$ cat src/rtl/core/ehc_pkg.sv
`timescale 1ns / 1ps
`default_nettype none

package ehc_pkg;

   // One request as it sits in the input register
   typedef struct packed {
      logic [7:0] head_byte;
      logic       no_byte;
      logic       last_byte;
   } item_type;

   // One classification result
   typedef struct packed {
      logic [1:0] format_kind;
      logic [2:0] status;
      logic [1:0] elf_type;
      logic [7:0] interp_start;
      logic [7:0] interp_length;
      logic       has_argument;
      logic [7:0] arg_start;
      logic [7:0] arg_length;
   } result_type;

   // Format kinds
   localparam logic [1:0] KIND_UNKNOWN = 2'd0;
   localparam logic [1:0] KIND_ELF     = 2'd1;
   localparam logic [1:0] KIND_SCRIPT  = 2'd2;
   localparam logic [1:0] KIND_HOST_MZ = 2'd3;

   // Status codes
   localparam logic [2:0] STAT_OK        = 3'd0;
   localparam logic [2:0] STAT_BAD_ELF   = 3'd1;
   localparam logic [2:0] STAT_BAD_TYPE  = 3'd2;
   localparam logic [2:0] STAT_NO_INTERP = 3'd3;
   localparam logic [2:0] STAT_TOO_LONG  = 3'd4;

   // ELF constants
   localparam logic [7:0]  ELF_MAG0      = 8'h7F;
   localparam logic [7:0]  ELF_MAG1      = 8'h45;  // 'E'
   localparam logic [7:0]  ELF_MAG2      = 8'h4C;  // 'L'
   localparam logic [7:0]  ELF_MAG3      = 8'h46;  // 'F'
   localparam logic [7:0]  ELF_CLASS64   = 8'h02;
   localparam logic [7:0]  ELF_DATA_LSB  = 8'h01;
   localparam logic [15:0] ELF_TYPE_EXEC = 16'd2;
   localparam logic [15:0] ELF_TYPE_DYN  = 16'd3;
   localparam logic [15:0] MACHINE_RESET = 16'd62;

   // Byte offsets inside the ELF header
   localparam int POS_MAG1      = 1;
   localparam int POS_MAG2      = 2;
   localparam int POS_MAG3      = 3;
   localparam int POS_CLASS     = 4;
   localparam int POS_DATA      = 5;
   localparam int POS_TYPE_LO   = 16;
   localparam int POS_TYPE_HI   = 17;
   localparam int POS_MACH_LO   = 18;
   localparam int POS_MACH_HI   = 19;
   localparam int ELF_HEAD_MIN  = 20;
   localparam int SCRIPT_START  = 2;

   // Characters
   localparam logic [7:0] CH_HASH  = 8'h23;
   localparam logic [7:0] CH_BANG  = 8'h21;
   localparam logic [7:0] CH_M     = 8'h4D;
   localparam logic [7:0] CH_Z     = 8'h5A;
   localparam logic [7:0] CH_NUL   = 8'h00;
   localparam logic [7:0] CH_LF    = 8'h0A;
   localparam logic [7:0] CH_SPACE = 8'h20;
   localparam logic [7:0] CH_TAB   = 8'h09;

endpackage

`default_nettype wire

$ cat src/rtl/core/ehc_scan.sv
`timescale 1ns / 1ps
`default_nettype none

module ehc_scan #(
   parameter int HEAD_BYTES = 256
) (
   input  logic                clock,
   input  logic                reset,
   input  logic                step_en,
   input  ehc_pkg::item_type   item,
   input  logic [15:0]         expected_machine,
   output ehc_pkg::result_type result
);
   import ehc_pkg::*;

   localparam int CW = $clog2(HEAD_BYTES + 1);
   localparam logic [CW-1:0] HEAD_LIMIT = CW'(HEAD_BYTES);

   // Script line scan phases
   localparam logic [1:0] PH_BEFORE = 2'd0;
   localparam logic [1:0] PH_NAME   = 2'd1;
   localparam logic [1:0] PH_BLANKS = 2'd2;
   localparam logic [1:0] PH_ARG    = 2'd3;

   // Offsets are reported modulo 256
   function automatic logic [7:0] low8(input logic [CW-1:0] v);
      logic [CW+7:0] w;
      w = {8'd0, v};
      return w[7:0];
   endfunction

   logic [CW-1:0] count_ff, count_in;
   logic [2:0]    flags_ff, flags_in;        // bit0 ELF, bit1 #!, bit2 MZ
   logic          ident_ff, ident_in;
   logic [15:0]   type_ff, type_in;
   logic [15:0]   machine_ff, machine_in;
   logic          ended_ff, ended_in;
   logic [CW-1:0] name_begin_ff, name_begin_in;
   logic [CW-1:0] name_finish_ff, name_finish_in;
   logic [CW-1:0] arg_begin_ff, arg_begin_in;
   logic [CW-1:0] nonblank_ff, nonblank_in;
   logic [1:0]    phase_ff, phase_in;

   logic          take;
   logic [7:0]    b;
   logic          blank;
   logic [CW-1:0] ilen_w;
   logic [CW-1:0] alen_w;

   assign b     = item.head_byte;
   assign take  = !item.no_byte && (count_ff < HEAD_LIMIT);
   assign blank = (b == CH_SPACE) || (b == CH_TAB);

   // Per-byte state update
   always_comb begin
      count_in       = count_ff;
      flags_in       = flags_ff;
      ident_in       = ident_ff;
      type_in        = type_ff;
      machine_in     = machine_ff;
      ended_in       = ended_ff;
      name_begin_in  = name_begin_ff;
      name_finish_in = name_finish_ff;
      arg_begin_in   = arg_begin_ff;
      nonblank_in    = nonblank_ff;
      phase_in       = phase_ff;
      if (take) begin
         count_in = count_ff + CW'(1);
         // magic and header field capture
         unique case (count_ff)
            CW'(0): begin
               flags_in = {b == CH_M, b == CH_HASH, b == ELF_MAG0};
            end
            CW'(POS_MAG1): begin
               flags_in = flags_ff & {b == CH_Z, b == CH_BANG, b == ELF_MAG1};
            end
            CW'(POS_MAG2): flags_in[0] = flags_ff[0] && (b == ELF_MAG2);
            CW'(POS_MAG3): flags_in[0] = flags_ff[0] && (b == ELF_MAG3);
            CW'(POS_CLASS): ident_in = (b == ELF_CLASS64);
            CW'(POS_DATA): ident_in = ident_ff && (b == ELF_DATA_LSB);
            CW'(POS_TYPE_LO): type_in[7:0] = b;
            CW'(POS_TYPE_HI): type_in[15:8] = b;
            CW'(POS_MACH_LO): machine_in[7:0] = b;
            CW'(POS_MACH_HI): machine_in[15:8] = b;
            default: ;
         endcase
         // interpreter line scan
         if (count_ff >= CW'(SCRIPT_START) && !ended_ff) begin
            if (b == CH_NUL || b == CH_LF) begin
               ended_in = 1'b1;
            end else if (blank) begin
               if (phase_ff == PH_NAME) begin
                  name_finish_in = count_ff;
                  phase_in       = PH_BLANKS;
               end
            end else begin
               nonblank_in = count_ff;
               if (phase_ff == PH_BEFORE) begin
                  name_begin_in = count_ff;
                  phase_in      = PH_NAME;
               end else if (phase_ff == PH_BLANKS) begin
                  arg_begin_in = count_ff;
                  phase_in     = PH_ARG;
               end
            end
         end
      end
   end

   // Classification from the updated state
   assign ilen_w = (phase_in == PH_NAME) ? (nonblank_in + CW'(1) - name_begin_in)
                                         : (name_finish_in - name_begin_in);
   assign alen_w = nonblank_in + CW'(1) - arg_begin_in;

   always_comb begin
      result = '0;
      if (count_in >= CW'(4) && flags_in[0]) begin
         if (count_in < CW'(ELF_HEAD_MIN) || !ident_in ||
             machine_in != expected_machine) begin
            result.status = STAT_BAD_ELF;
         end else if (type_in != ELF_TYPE_EXEC && type_in != ELF_TYPE_DYN) begin
            result.status = STAT_BAD_TYPE;
         end else begin
            result.format_kind = KIND_ELF;
            result.elf_type    = type_in[1:0];
         end
      end else if (count_in >= CW'(2) && flags_in[1]) begin
         if (!ended_in && count_in >= HEAD_LIMIT) begin
            result.status = STAT_TOO_LONG;
         end else if (phase_in == PH_BEFORE) begin
            result.status = STAT_NO_INTERP;
         end else begin
            result.format_kind   = KIND_SCRIPT;
            result.interp_start  = low8(name_begin_in);
            result.interp_length = low8(ilen_w);
            if (phase_in == PH_ARG) begin
               result.has_argument = 1'b1;
               result.arg_start    = low8(arg_begin_in);
               result.arg_length   = low8(alen_w);
            end
         end
      end else if (count_in >= CW'(2) && flags_in[2]) begin
         result.format_kind = KIND_HOST_MZ;
      end
   end

   // Scan state; a last request clears it for the next head
   always_ff @(posedge clock) begin
      if (reset || (step_en && item.last_byte)) begin
         count_ff       <= '0;
         flags_ff       <= '0;
         ident_ff       <= 1'b0;
         type_ff        <= '0;
         machine_ff     <= '0;
         ended_ff       <= 1'b0;
         name_begin_ff  <= '0;
         name_finish_ff <= '0;
         arg_begin_ff   <= '0;
         nonblank_ff    <= '0;
         phase_ff       <= PH_BEFORE;
      end else if (step_en) begin
         count_ff       <= count_in;
         flags_ff       <= flags_in;
         ident_ff       <= ident_in;
         type_ff        <= type_in;
         machine_ff     <= machine_in;
         ended_ff       <= ended_in;
         name_begin_ff  <= name_begin_in;
         name_finish_ff <= name_finish_in;
         arg_begin_ff   <= arg_begin_in;
         nonblank_ff    <= nonblank_in;
         phase_ff       <= phase_in;
      end
   end

endmodule

`default_nettype wire

$ cat src/rtl/core/executable_head_classifier_unit.sv
`timescale 1ns / 1ps
`default_nettype none

// Channel  Direction  Handshake          Payload
// req      in         req_valid/stall    head_byte, no_byte, last_byte
// rsp      out        rsp_valid/stall    format_kind .. arg_length
// csr      in         csr_valid/ready    expected_machine (16 bits)
//
// One request per cycle, sustained, while no last request waits on a stalled
// result. A request is loaded into the input register, then its byte is
// scanned and, on a last request, the result is loaded into the output
// register. Reset is synchronous; it clears both valid bits, the scan state,
// and sets expected_machine to 62. A stalled result holds only a last request
// behind it, and the requests after that wait; other requests keep flowing.

module executable_head_classifier_unit #(
   parameter int HEAD_BYTES = 256
) (
   input  logic        clock,
   input  logic        reset,
   input  logic        req_valid,
   output logic        req_stall,
   input  logic [7:0]  req_head_byte,
   input  logic        req_no_byte,
   input  logic        req_last_byte,
   output logic        rsp_valid,
   input  logic        rsp_stall,
   output logic [1:0]  rsp_format_kind,
   output logic [2:0]  rsp_status,
   output logic [1:0]  rsp_elf_type,
   output logic [7:0]  rsp_interp_start,
   output logic [7:0]  rsp_interp_length,
   output logic        rsp_has_argument,
   output logic [7:0]  rsp_arg_start,
   output logic [7:0]  rsp_arg_length,
   input  logic        csr_valid,
   output logic        csr_ready,
   input  logic [15:0] csr_expected_machine
);
   import ehc_pkg::*;

   logic       s1_valid_ff, s1_valid_in;
   item_type   s1_item_ff;
   logic       rsp_valid_ff, rsp_valid_in;
   result_type rsp_data_ff;
   logic [15:0] machine_ff;

   logic       req_accept;
   logic       out_free;
   logic       s1_go;
   logic       s1_emit;
   result_type scan_result;

   // Flow control
   assign out_free   = !rsp_valid_ff || !rsp_stall;
   assign s1_go      = s1_valid_ff && (!s1_item_ff.last_byte || out_free);
   assign s1_emit    = s1_go && s1_item_ff.last_byte;
   assign req_stall  = s1_valid_ff && !s1_go;
   assign req_accept = req_valid && !req_stall;
   assign csr_ready  = 1'b1;

   assign s1_valid_in  = req_accept || (s1_valid_ff && !s1_go);
   assign rsp_valid_in = s1_emit || (rsp_valid_ff && rsp_stall);

   // Input register
   always_ff @(posedge clock) begin
      if (reset) begin
         s1_valid_ff <= 1'b0;
      end else begin
         s1_valid_ff <= s1_valid_in;
      end
      if (req_accept) begin
         s1_item_ff <= '{head_byte: req_head_byte, no_byte: req_no_byte,
                         last_byte: req_last_byte};
      end
   end

   // Machine register
   always_ff @(posedge clock) begin
      if (reset) begin
         machine_ff <= MACHINE_RESET;
      end else if (csr_valid && csr_ready) begin
         machine_ff <= csr_expected_machine;
      end
   end

   ehc_scan #(
      .HEAD_BYTES(HEAD_BYTES)
   ) u_scan (
      .clock           (clock),
      .reset           (reset),
      .step_en         (s1_go),
      .item            (s1_item_ff),
      .expected_machine(machine_ff),
      .result          (scan_result)
   );

   // Result register
   always_ff @(posedge clock) begin
      if (reset) begin
         rsp_valid_ff <= 1'b0;
      end else begin
         rsp_valid_ff <= rsp_valid_in;
      end
      if (s1_emit) begin
         rsp_data_ff <= scan_result;
      end
   end

   assign rsp_valid         = rsp_valid_ff;
   assign rsp_format_kind   = rsp_data_ff.format_kind;
   assign rsp_status        = rsp_data_ff.status;
   assign rsp_elf_type      = rsp_data_ff.elf_type;
   assign rsp_interp_start  = rsp_data_ff.interp_start;
   assign rsp_interp_length = rsp_data_ff.interp_length;
   assign rsp_has_argument  = rsp_data_ff.has_argument;
   assign rsp_arg_start     = rsp_data_ff.arg_start;
   assign rsp_arg_length    = rsp_data_ff.arg_length;

endmodule

`default_nettype wire
$ cat config.mk
export PLATFORM = sky130hd
export DESIGN_NAME = executable_head_classifier_unit
export DESIGN_NICKNAME = d
export VERILOG_FILES = /design/src/rtl/core/ehc_pkg.sv /design/src/rtl/core/ehc_scan.sv /design/src/rtl/core/executable_head_classifier_unit.sv
export SDC_FILE = /design/constraint.sdc
export NUM_CORES = 1
export LEC_CHECK = 0
export ABC_CLOCK_PERIOD_IN_PS = 9400
export BUFFER_PORTS_ARGS = -buffer_cell sky130_fd_sc_hd__buf_2
export CORE_MARGIN = 5
export CORE_UTILIZATION = 47
export DETAILED_ROUTE_END_ITERATION = 10
export HOLD_SLACK_MARGIN = 0.15
export PLACE_DENSITY = 0.73
export SYNTH_ARGS = -nofsm -noshare
export SYNTH_HDL_FRONTEND = slang
export SYNTH_SLANG_ARGS = --single-unit
$ cat constraint.sdc
create_clock -name clock -period 9.4 [get_ports clock]
set_input_delay 0.47 -clock clock [delete_from_list [all_inputs] [get_ports clock]]
set_output_delay 0.47 -clock clock [all_outputs]
set_load 0.02 [all_outputs]
Word level (Yosys, flattened, before mapping)
Index checks and enable logic that the tools add are counted.

storage, ports and cells
  register bits = 152
  output and inout bits = 43

cells by class
  add/sub/neg operators = 5
  $lt $le $gt $ge = 6
  equal/unequal tests = 29
  muxes and demuxes = 56
  bitwise operators = 4
  reduce and logical (&&, ||, !) cells = 40

operators by type and width
  kind                                                                    number
  9-bit two-way mux                                                       21
  8-bit by 7-bit == test with 1-bit output (second input constant)        6
  8-bit two-way mux                                                       5
  9-bit by 5-bit == test with 1-bit output (second input constant)        4
  16-bit two-way mux                                                      2
  16-bit by 2-bit != test with 1-bit output (second input constant)       2
  2-bit two-way mux                                                       14
  8-bit by 6-bit == test with 1-bit output (second input constant)        3
  8-bit subtractor                                                        3
  9-bit by 2-bit == test with 1-bit output (second input constant)        2
  9-bit by 3-bit == test with 1-bit output (second input constant)        2
  9-bit by 2-bit >= comparator with 1-bit output (second input constant)  2
  17-bit two-way mux                                                      1
  8-bit by 4-bit == test with 1-bit output (second input constant)        2
  16-bit != test                                                          1
  1-bit logical AND                                                       15
  3-bit two-way mux                                                       4
  9-bit by 1-bit adder with 9-bit output (second input constant)          1
  9-bit by 1-bit == test with 1-bit output (second input constant)        1
  9-bit by 3-bit >= comparator with 1-bit output (second input constant)  1
  9-bit >= comparator (second input constant)                             1
  1-bit zero test                                                         9
  9-bit zero test                                                         1
  1-bit logical OR                                                        9
  other kinds (19)                                                        28

Depth between registers and ports, before layout
Gate-level depths: netlist (run 1).

  depth in word-level cells = 12
  mapped depth = 19

By module
A second synthesis (run 1) with hierarchy kept.

unflattened totals
  cell total of the unflattened synthesis = 817
  area, all modules = 7711.1 µm²

modules (own cells, without submodules)
  module                           times used  cells each  area each (µm²)
  ehc_scan                         1           700         5510.3
  executable_head_classifier_unit  1           117         2200.9

Least setup slack after synthesis (run 1)
No wires, ideal clock.

  path kind = flip-flop to flip-flop
  start point = reg s1_item_ff[6] (netlist name)
  end point = reg rsp_data_ff (netlist bit rsp_arg_length[7]) (data pin)
  library setup time = 0.260 ns
  arrival time = 4.074 ns
  required time = 9.140 ns
  path slack = 5.066 ns
  stages on the path, launching flop included = 17
  path buffers = 2
  period minus slack after synthesis = 4.334 ns
  cell sequence = edfxtp_1 > buf_6 > or4_4 > buf_6 > o41a_1 > nand3_1 > mux2i_1 > inv_1 > ha_1 > ha_1 > nor2b_1 > o21a_1 > o21ai_0 > a311oi_1 > a2111oi_2 > a21oi_1 > mux2i_1

on the way
  elaborated cells between the ends (all ways) = 44
  those cells by class = add/sub (2); eq/ne (10); mux (18); bitwise (3); reduce/logical (11)

RTL lines
  element                                                                                               RTL line                                source
  from (decl)                                                                                           executable_head_classifier_unit.sv:43   item_type s1_item_ff;
  from (signal assigned)                                                                                executable_head_classifier_unit.sv:73   s1_item_ff <= '{head_byte: req_head_byte, no_byte: req_no_byte,
  8-bit by 6-bit == test with 1-bit output or 8-bit by 4-bit == test with 1-bit output (tied branches)  ehc_scan.sv:52                          assign blank = (b == CH_SPACE) || (b == CH_TAB);
  1-bit logical OR                                                                                      ehc_scan.sv:52
  9-bit two-way mux                                                                                     ehc_scan.sv:91                          end else if (blank) begin
  9-bit two-way mux *                                                                                   ehc_scan.sv:89                          if (b == CH_NUL || b == CH_LF) begin
  9-bit two-way mux *                                                                                   ehc_scan.sv:88                          if (count_ff >= CW'(SCRIPT_START) && !ended_ff) begin
  9-bit two-way mux *                                                                                   ehc_scan.sv:67                          if (take) begin
  net u_scan.nonblank_in[0]                                                                             ehc_scan.sv:41                          logic [CW-1:0] nonblank_ff, nonblank_in;
  8-bit by 1-bit adder with 8-bit output *                                                              ehc_scan.sv:113                         assign alen_w = nonblank_in + CW'(1) - arg_begin_in;
  8-bit subtractor *                                                                                    ehc_scan.sv:113
  to (signal assigned)                                                                                  executable_head_classifier_unit.sv:106  rsp_data_ff <= scan_result;
  to (decl)                                                                                             executable_head_classifier_unit.sv:45   result_type rsp_data_ff;

The timed path passes the listed nets; every way through them passes the cells marked *.
A chain may end at the register's enable or synchronous reset.

Worst setup path after layout (run 1)
  start point = reg s1_item_ff[4] (netlist name)
  end point = reg rsp_data_ff (netlist bit rsp_arg_length[7]) (data pin)

Same word-level chain as after synthesis.

==> reports/results.txt, run 1 <==
Run status - finished clean
Nets - 991
Max FO, Critical Path - 13
1st-iter DRT viols - 600
Fillers - 1516
Comb pwr share - 8.4%
DRT antenna net count - 0
Wire per inst - 17.6 um
Sw Pwr - 0.362 mW
Relative slew slack - 43.4%
Number of global-route vias before repair - 6426
TritonCTS Sinks - 148
Die width - 141 um
Post CTS Setup Buffer Count - 0
Die Y-Extent - 141 um
Crit-path slowest cell - or4_4
Slew Limit Fails - 0
Row count - 47
PortBufs - 72
Detailed Place HPWL - 14.4 mm
Final wirelength - 20.7 mm
Clk_lat worst skew - 430 ps
Synth warnings - 0
TritonRoute pass-1 iters - 5
Clock network power share - 44.6%
Min setup slack post-route - 4470 ps
Largest net degree at the start of global routing - 66
Residual DRC - 0
Avg Cell Area, Syn - 8.90 um^2
Synth Net Count - 953
Netlist cell types - 82
Max clock buf depth - 2
CTS Hold Bufs - 0
FFs w/ async S/R, synth - 0%
Buf+Inv Stages, Crit Path - 1
Grt total ovfl - 0
Worst-path clk slew - 60 ps
Fin Setup TNS - 0 ps
Crit path largest cell delay - 680 ps
Seq/Total Area, Yosys - 43.2%
Mapped cell area - 8020 um^2
Fin util - 54.2%
Post-CTS sizing - 0
GPL Wtd Cong - 0.920
Min-Delay Path Class - input pin to register
Slew @ Worst Pin - 849 ps
Critical path data required time - 9570 ps
Worst IR Drop VDD - 119 uV
Avg Vias per Cell - 5.82
Final hold viol count - 0
Max Fclk - 203 MHz
Final Cycle Share - 52.5%
Synth Flop Type - dfxtp_1
Area Growth Syn to Fin - 12.5%
Leakage power - 3.59 nW
P_int - 1.11 mW
Ant diodes - 0
Cts bufs inserted - 17
Top cell type's share of synthesized area - 24.5%
Via count - 6820
CP delay by family, top - compound AO/OA/AOI/OAI gates
Cell area power density - 164 nW/um^2
Fin area - 9020 um^2
Endpoint class of the critical path - register
Placed cell area - 8450 um^2
Synth top area cells - dfxtp_1 24%, edfxtp_1 19%, mux2i_1 6.9%, nor2_1 6.0%, a21oi_1 4.4%
First-pass GRT wire length - 33.7 mm
Power Total - 1.48 mW
Gate count of the mapped netlist - 901
Crit path cell chain - or4_4 -> o41a_1 -> nand3_1 -> mux2i_1 -> inv_1 -> ha_1 -> ha_1 -> nor2b_1 -> o21a_1 -> o21ai_0 -> a311oi_1 -> a2111oi_2 -> a21oi_1 -> mux2i_1
Register bit count reported by yosys - 148
Endpoints failing setup - 0
TritonCTS clock tree - built
GRT Util Overall - 21.1%
Initial antenna violation count - 0
H-tree levels - 4
Skew final - 10.8 ps
Tmin final - 4930 ps
CP Launch Type - register
Core ar. - 16600 um^2
Place WS - 4580 ps
Clock root buffer - clkbuf_16
RSZ-0062 raised after global routing - false
Synth area leader - dfxtp_1
I/O pin total - 74
Starting Density - 48.2%
CP Class - register to register
Sw Ratio - 24.5%
EDFF count, synth - 50
CP arrival - 5100 ps
DIE AREA - 19800 um^2
Flop pwr share - 47.0%
Layout cells sized above 1 - 14.0%
Max cap viols - 0
-- cell usage in the layout, fill, tap and decap left out, types with 19 or more instances in the layout --
cell type,synthesis,layout
a21oi_1,70,70
buf_2,10,72
dfxtp_1,98,98
edfxtp_1,50,50
ha_1,19,19
inv_1,38,38
mux2i_1,55,55
nand2_1,82,82
nand3_1,24,24
nor2_1,128,128
o21ai_0,30,30
xnor2_1,20,20
-- cells by family after synthesis --
kind of cell             share of synthesized area [%]
AO/OA/AOI/OAI                                     17.5
XOR/XNOR                                          3.39
adder cells (fa/ha/maj)                           3.46
buffers and inverters                             5.27
flip-flops                                        43.2
multiplexers                                      7.15
other                                           0.0468
AND/OR/NAND/NOR                                   20.0
-- final timing paths --
kind                                               start                  endpoint  slack (ps)  depth (start not counted)
worst max register to register             s1_item_ff[4]         rsp_arg_length[7]        4470                         14
worst max-delay path                       s1_item_ff[4]         rsp_arg_length[7]        4470                         14
worst min register to register  u_scan.name_finish_ff[2]  u_scan.name_finish_ff[2]         450                          2
worst min-delay path                         req_no_byte             s1_item_ff[1]         210                          1
-- worst reg2reg max path, stage by stage, from the launching register on --
cell and delay [ps]:
edfxtp_1 610, or4_4 690, o41a_1 500, nand3_1 360, mux2i_1 330, inv_1 120
ha_1 350, ha_1 290, nor2b_1 130, o21a_1 180, o21ai_0 270, a311oi_1 110
a2111oi_2 450, a21oi_1 140, mux2i_1 140
-- metal layers --
metal | vias up | global-route usage (%) | share of wire [%] | wire (um)
li1 | 3318 | - | - | -
met1 | 3211 | 29.2 | 46 | 9510
met2 | 257 | 32.4 | 45 | 9230
met3 | 34 | 5.45 | 7.4 | 1530
met4 | 0 | 6.73 | 1.9 | 401
met5 | - | 0 | 0 | 0
-- cell type report --
| cell class | count | area [um^2] | area share, % |
|---|---|---|---|
| inverters | 39 | 146 | 1.62 |
| flip-flops and latches | 148 | 3460 | 38.4 |
| multi-input cells | 651 | 4130 | 45.8 |
| well taps | 220 | 275 | 3.05 |
| repair buffers | 82 | 435 | 4.83 |
| clock buffers | 19 | 433 | 4.80 |
| clock inverters | 13 | 136 | 1.51 |
-- synthesized netlist by cell type, types with 5 or more instances --
master / n
mux2i_1: 55
nor2_1: 128
dfxtp_1: 98
ha_1: 19
o211ai_1: 8
o21ai_0: 30
xor2_1: 11
buf_2: 10
xnor2_1: 20
a31oi_1: 6
o22ai_1: 5
inv_1: 38
nor3_1: 17
nor2b_1: 8
and3_1: 13
nand3b_1: 5
nor4b_1: 5
a21oi_1: 70
nor4_1: 5
nand2_1: 82
edfxtp_1: 50
nand4_1: 15
a211oi_1: 18
clkbuf_1: 44
nand3_1: 24
a21o_1: 9
-- metrics by stage --
stage | instances | hold WS, ps
after floorplan | 901 | 432
after CTS | 1172 | 197
after detailed placement | 1140 | 448
after global routing | 1172 | 204
after global placement | 1140 | 439
final | 1172 | 214
-- state kept, by name, indices dropped and copies added (netlist names), 8 cells and up --
name and count:
machine_ff 16, rsp_arg_start 8, u_scan.name_begin_ff 8, rsp_interp_length 8
rsp_interp_start 8, u_scan.count_ff 9, u_scan.machine_ff 16, u_scan.type_ff 16
u_scan.nonblank_ff 8, u_scan.name_finish_ff 8, u_scan.arg_begin_ff 8, rsp_arg_length 8
s1_item_ff 10
-- power by group through the flow --
stage                     sequential, mW  clock, mW  combinational [mW]
final                              0.693      0.658               0.125
after global routing               0.695      0.697               0.138
after CTS                          0.692      0.669               0.125
after detailed placement           0.706          0               0.123
after global placement             0.706          0               0.122
after floorplan                    0.702          0              0.0923
Power figures use the tool's default switching activity.
==> inputs of run 2 (changes only) <==
- ABC_AREA: default -> 1
- ABC_CLOCK_PERIOD_IN_PS: 9400 -> 4570
- PLACE_DENSITY: 0.73 -> 0.72
- clock period: 9.4 -> 4.57 ns (I/O delays scaled with it)
==> reports/results.txt, run 2 <==
Run status - finished clean
Worst-path clk slew - 60 ps
CP delay by family, top - simple AND/OR/NAND/NOR gates
Endpoint class of the critical path - register
Avg Cell Area, Syn - 7.40 um^2
Netlist cell types - 50
TritonCTS Sinks - 148
Critical path data required time - 4760 ps
Detailed Place HPWL - 14.0 mm
CP Launch Type - register
GPL Wtd Cong - 0.926
Flop pwr share - 43.1%
Via count - 7236
First-pass GRT wire length - 32.5 mm
Relative slew slack - 28.7%
Max FO, Critical Path - 7
Top cell type's share of synthesized area - 24.1%
Final Cycle Share - 88.8%
Clock network power share - 38.7%
Synth warnings - 0
Initial antenna violation count - 0
Min-Delay Path Class - input pin to register
Row count - 48
Fin Setup TNS - 0 ps
Synth area leader - dfxtp_1
Number of global-route vias before repair - 6804
Buf+Inv Stages, Crit Path - 3
I/O pin total - 74
Most used cell, CP - nor2_1
Wire per inst - 13.8 um
Leakage power - 4.59 nW
TritonCTS clock tree - built
Cell area power density - 356 nW/um^2
Max Fclk - 246 MHz
Crit path largest cell delay - 480 ps
Final wirelength - 19.8 mm
Nets - 1245
Avg Vias per Cell - 5.06
Area Growth Syn to Fin - 17.4%
Max clock buf depth - 2
Clk_lat worst skew - 430 ps
DRT antenna net count - 0
Final hold slack - 171 ps
Max cap viols - 0
Tmin final - 4060 ps
Commonest cells after routing, fill and taps aside - 190 x nand2_1, 173 x inv_1, 151 x nor2_1
Seq/Total Area, Yosys - 42.6%
RSZ-0062 raised after global routing - false
Die Y-Extent - 142 um
Sw Pwr - 0.952 mW
Most common cell in the netlist - nand2_1
Layout cells sized above 1 - 14.9%
TritonRoute pass-1 iters - 5
FFs w/ async S/R, synth - 0%
Biggest regs - machine_ff (16), u_scan.machine_ff (16), u_scan.type_ff (16)
DIE AREA - 20000 um^2
Placed cell area - 8670 um^2
Gate count of the mapped netlist - 1098
Core ar. - 17100 um^2
Largest net degree at the start of global routing - 82
GRT Util Overall - 20.2%
Endpoints failing setup - 0
P_int - 2.45 mW
1st-iter DRT viols - 520
CP arrival - 4250 ps
Fin area - 9540 um^2
Register bit count reported by yosys - 148
Slew Limit Fails - 0
Grt total ovfl - 0
Most common cell after layout, fill and taps aside - nand2_1
Clock root buffer - clkbuf_16
Final hold viol count - 0
Slew @ Worst Pin - 1070 ps
Ant diodes - 0
Crit-path slowest cell - edfxtp_1
Skew final - 6.98 ps
Die width - 142 um
H-tree levels - 4
Residual DRC - 0
CP Class - register to register
Cts bufs inserted - 17
Synth top area cells - dfxtp_1 24%, edfxtp_1 18%, nand2_1 8.8%, inv_1 8.0%, o21ai_0 7.2%
Mapped cell area - 8130 um^2
Most instantiated cells after synthesis - 191 x nand2_1, 173 x inv_1, 151 x nor2_1
EDFF count, synth - 50
Starting Density - 47.5%
Synth Flop Type - dfxtp_1
Synth Net Count - 1150
PortBufs - 72
Comb pwr share - 18.2%
Worst IR Drop VDD - 281 uV
Sw Ratio - 28.0%
==> run 2: changes by cell type in the layout (fill, tap and decap cells not counted), moves of 23 or more <==
cell	delta
o21ai_0	+85
nand2_1	+108
nor2_1	+23
mux2i_1	-55
inv_1	+135
dlygate4sd3_1	+29
==> run 2: kinds of logic after synthesis <==
| family | count (synthesis) | synth area share (%) |
|---|---|---|
| and+or+nand+nor | 458 | 25.8 |
| other | 1 | 0.0461 |
| buffers and inverters | 227 | 10.9 |
| DFF | 148 | 42.6 |
| xor gates and xnor gates | 23 | 2.48 |
| adders and majority gates | 21 | 3.42 |
| AOI/OAI and AO/OA | 220 | 14.7 |
==> run 2: worst register-to-register path: stages (launching register included) <==
cell and delay (ps):
edfxtp_1 480, nor2_1 220, nand2_1 120, nor2_1 210, nor2_4 80, nand3_4 120, nand2_1 80, nand2_2 130
ha_1 190, inv_1 50, xor2_1 200, o21ai_0 130, ha_1 350, a21oi_1 170, nand2_1 80, nand2_1 60
inv_1 40, or2_2 260, a21oi_1 160, nor2_1 70, nor2_1 90, nor2_1 50, nor2_1 110, xnor2_1 130
clkinv_1 100, nor2_1 100, nor2_1 50
==> run 2: layer usage <==
| metal | part of all wire [%] | vias up | global-route usage [%] |
|---|---|---|---|
| li1 | - | 3707 | - |
| met1 | 43 | 3286 | 24.7 |
| met2 | 48 | 198 | 34.3 |
| met3 | 5.0 | 45 | 4.15 |
| met4 | 3.8 | 0 | 9.19 |
| met5 | 0 | - | 0 |
==> run 2: cell type report <==
class / instances / area [um^2]
Clock buffer: 29 / 543
Clock inverter: 2 / 12.5
Fill cell: 1606 / 7580
Inverter: 189 / 713
Multi-Input combinational cell: 723 / 3780
Sequential cell: 148 / 3460
Tap cell: 225 / 282
Timing Repair Buffer: 114 / 748
==> run 2: stage by stage <==
step           util (%)  power [mW]  instances  setup WS [ps]
6_report           55.7        3.40       1430            511
3_5_place_dp       50.7        2.08       1367            419
2_1_floorplan         -        1.94       1098            604
5_1_grt            55.7        3.57       1430           36.9
3_3_place_gp       50.7        2.07       1367            528
4_1_cts            55.6        3.41       1427            414
==> run 2: power by group through the flow <==
stage | registers, mW | logic, mW | clock network [mW]
4_1_cts | 1.47 | 0.612 | 1.33
3_3_place_gp | 1.49 | 0.582 | 0
5_1_grt | 1.47 | 0.704 | 1.39
3_5_place_dp | 1.49 | 0.589 | 0
2_1_floorplan | 1.50 | 0.438 | 0
6_report | 1.47 | 0.618 | 1.31
==> run 2: what timing repair did <==
item	4_1_cts	5_1_grt
setup endpoints to repair	0	1
setup buffers	0	3
hold buffers	29	0
endpoints found under the hold margin	28	0
gates resized for setup	0	2
==> run 2: final timing paths <==
check	slack, ps	startpoint	endpoint	depth (start not counted)
min reg2reg	480	machine_ff[6]	machine_ff[6]	2
min	170	csr_valid	machine_ff[1]	3
max reg2reg	510	s1_item_ff[7]	rsp_interp_length[7]	26
max	510	s1_item_ff[7]	rsp_interp_length[7]	26
==> inputs of run 3 (changes only) <==
- CORE_ASPECT_RATIO: default -> 0.5
- CORE_MARGIN: 5 -> default
==> reports/results.txt, run 3 (synthesis results as in run 2) <==
Die width - 188 um
Reg2Reg Setup Slack - 400 ps
TritonRoute pass-1 iters - 5
Slew @ Worst Pin - 1050 ps
TritonCTS Sinks - 148
Clock network power share - 41.1%
Clk_lat worst skew - 430 ps
Final Cycle Share - 91.2%
Crit path largest cell delay - 470 ps
Worst IR Drop VDD - 268 uV
Largest net degree at the start of global routing - 82
Ant diodes - 0
PortBufs - 72
Commonest cells after routing, fill and taps aside - 189 x nand2_1, 173 x inv_1, 150 x nor2_1
Metal3 WL - 1.15 mm
Comb pwr share - 17.6%
CP delay by family, top - simple AND/OR/NAND/NOR gates
Endpoint class of the critical path - register
Critical path data required time - 4750 ps
CP Launch Type - register
RSZ-0062 raised after global routing - false
Flop pwr share - 41.4%
TritonCTS clock tree - built
Layout cells sized above 1 - 15.4%
CP Class - register to register
Relative slew slack - 29.9%
Fin Setup TNS - 0 ps
Wire per inst - 14.1 um
1st-iter DRT viols - 686
Clock root buffer - clkbuf_16
Leakage power - 4.61 nW
I/O pin total - 74
Final hold slack - 183 ps
Routed wl met2 - 9.13 mm
Buf+Inv Stages, Crit Path - 4
Sw Ratio - 28.2%
Max FO, Critical Path - 7
Slew Limit Fails - 0
Biggest regs - machine_ff (16), u_scan.machine_ff (16), u_scan.type_ff (16)
Tmin final - 4170 ps
Metal-1 WL - 9.44 mm
Min-Delay Path Class - input pin to register
Skew final - 10.9 ps
Detailed Place HPWL - 13.7 mm
GRT Util Overall - 23.8%
Max Fclk - 240 MHz
Crit-path slowest cell - edfxtp_1
DIE AREA - 17900 um^2
Cell area power density - 370 nW/um^2
Row count - 33
Run status - finished clean
CP arrival - 4350 ps
H-tree levels - 4
First-pass GRT wire length - 33.3 mm
Core ar. - 16600 um^2
Final hold viol count - 0
Fillers - 1525
Top Metal Used - met4
Worst-path clk slew - 60 ps
Number of global-route vias before repair - 6797
Starting Density - 48.8%
Cts bufs inserted - 17
Residual DRC - 0
Initial antenna violation count - 0
P_int - 2.55 mW
Max clock buf depth - 2
Sw Pwr - 1.00 mW
Most common cell after layout, fill and taps aside - nand2_1
GPL Wtd Cong - 0.897
Nets - 1244
Endpoints failing setup - 0
Most used cell, CP - nor2_1
Area Growth Syn to Fin - 18.1%
Grt total ovfl - 0
Avg Vias per Cell - 5.14
Via count - 7354
Final wirelength - 20.1 mm
Max cap viols - 0
Die Y-Extent - 95.0 um
DRT antenna net count - 0
[run 3: cell count changes in the layout (fill, tap and decap cells not counted), sizes merged]
cell	change
buf	-1
inv	+1
clkinvlp	+1
bufinv	+2
clkinv	+2
clkbuf	-5
[run 3: metrics by stage]
stage                     power, mW  util, %  std cells  setup slack (ps)  instance area (um^2)
after floorplan                1.94        -       1098               604                  8130
after global placement         2.07     52.0       1367               388                  8660
after detailed placement       2.08     52.0       1367               252                  8660
after CTS                      3.55     57.5       1428               244                  9560
after global routing           3.72     57.7       1432              17.5                  9600
final                          3.55     57.7       1432               404                  9600
[run 3: layout make-up]
cell class | count | area (um^2) | share of cell area, %
timing repair buffer | 113 | 741 | 7.72
sequential | 148 | 3460 | 36.1
clock buffer | 24 | 515 | 5.37
tap | 227 | 284 | 2.96
clock inverter | 8 | 96.3 | 1.00
inverter | 189 | 713 | 7.43
multi-input combinational | 723 | 3790 | 39.4
[run 3: final timing paths]
check        depth (start not counted)                   end           from
max                                 27  rsp_interp_length[7]  s1_item_ff[6]
min                                  3         machine_ff[5]      csr_valid
min reg2reg                          2         machine_ff[6]  machine_ff[6]
max reg2reg                         27  rsp_interp_length[7]  s1_item_ff[6]
[run 3: tightest hold or removal path, cell delays in order]
cell and delay [ps]:
buf_2 180, nand2_1 80, nand3_1 60
[run 3: power by group through the flow]
stage               registers [mW]  logic [mW]  clock network (mW)
floorplan                     1.50       0.438                   0
global placement              1.49       0.573                   0
detailed placement            1.50       0.586                   0
CTS                           1.47       0.612                1.47
global route                  1.47       0.708                1.53
finish                        1.47       0.624                1.46
[run 3: timing repair]
item / in CTS / in global routing
hold endpoints to repair: 28 / 0
setup endpoints to repair: 0 / 1
setup buffers: 0 / 4
hold buffers: 29 / 0
resized for setup: 0 / 5
[run 3: metal layers]
layer | vias up | GRT usage (%)
met5 | - | 0
met4 | 0 | 9.35
met3 | 36 | 4.09
li1 | 3717 | -
met1 | 3378 | 31.1
met2 | 223 | 39.8
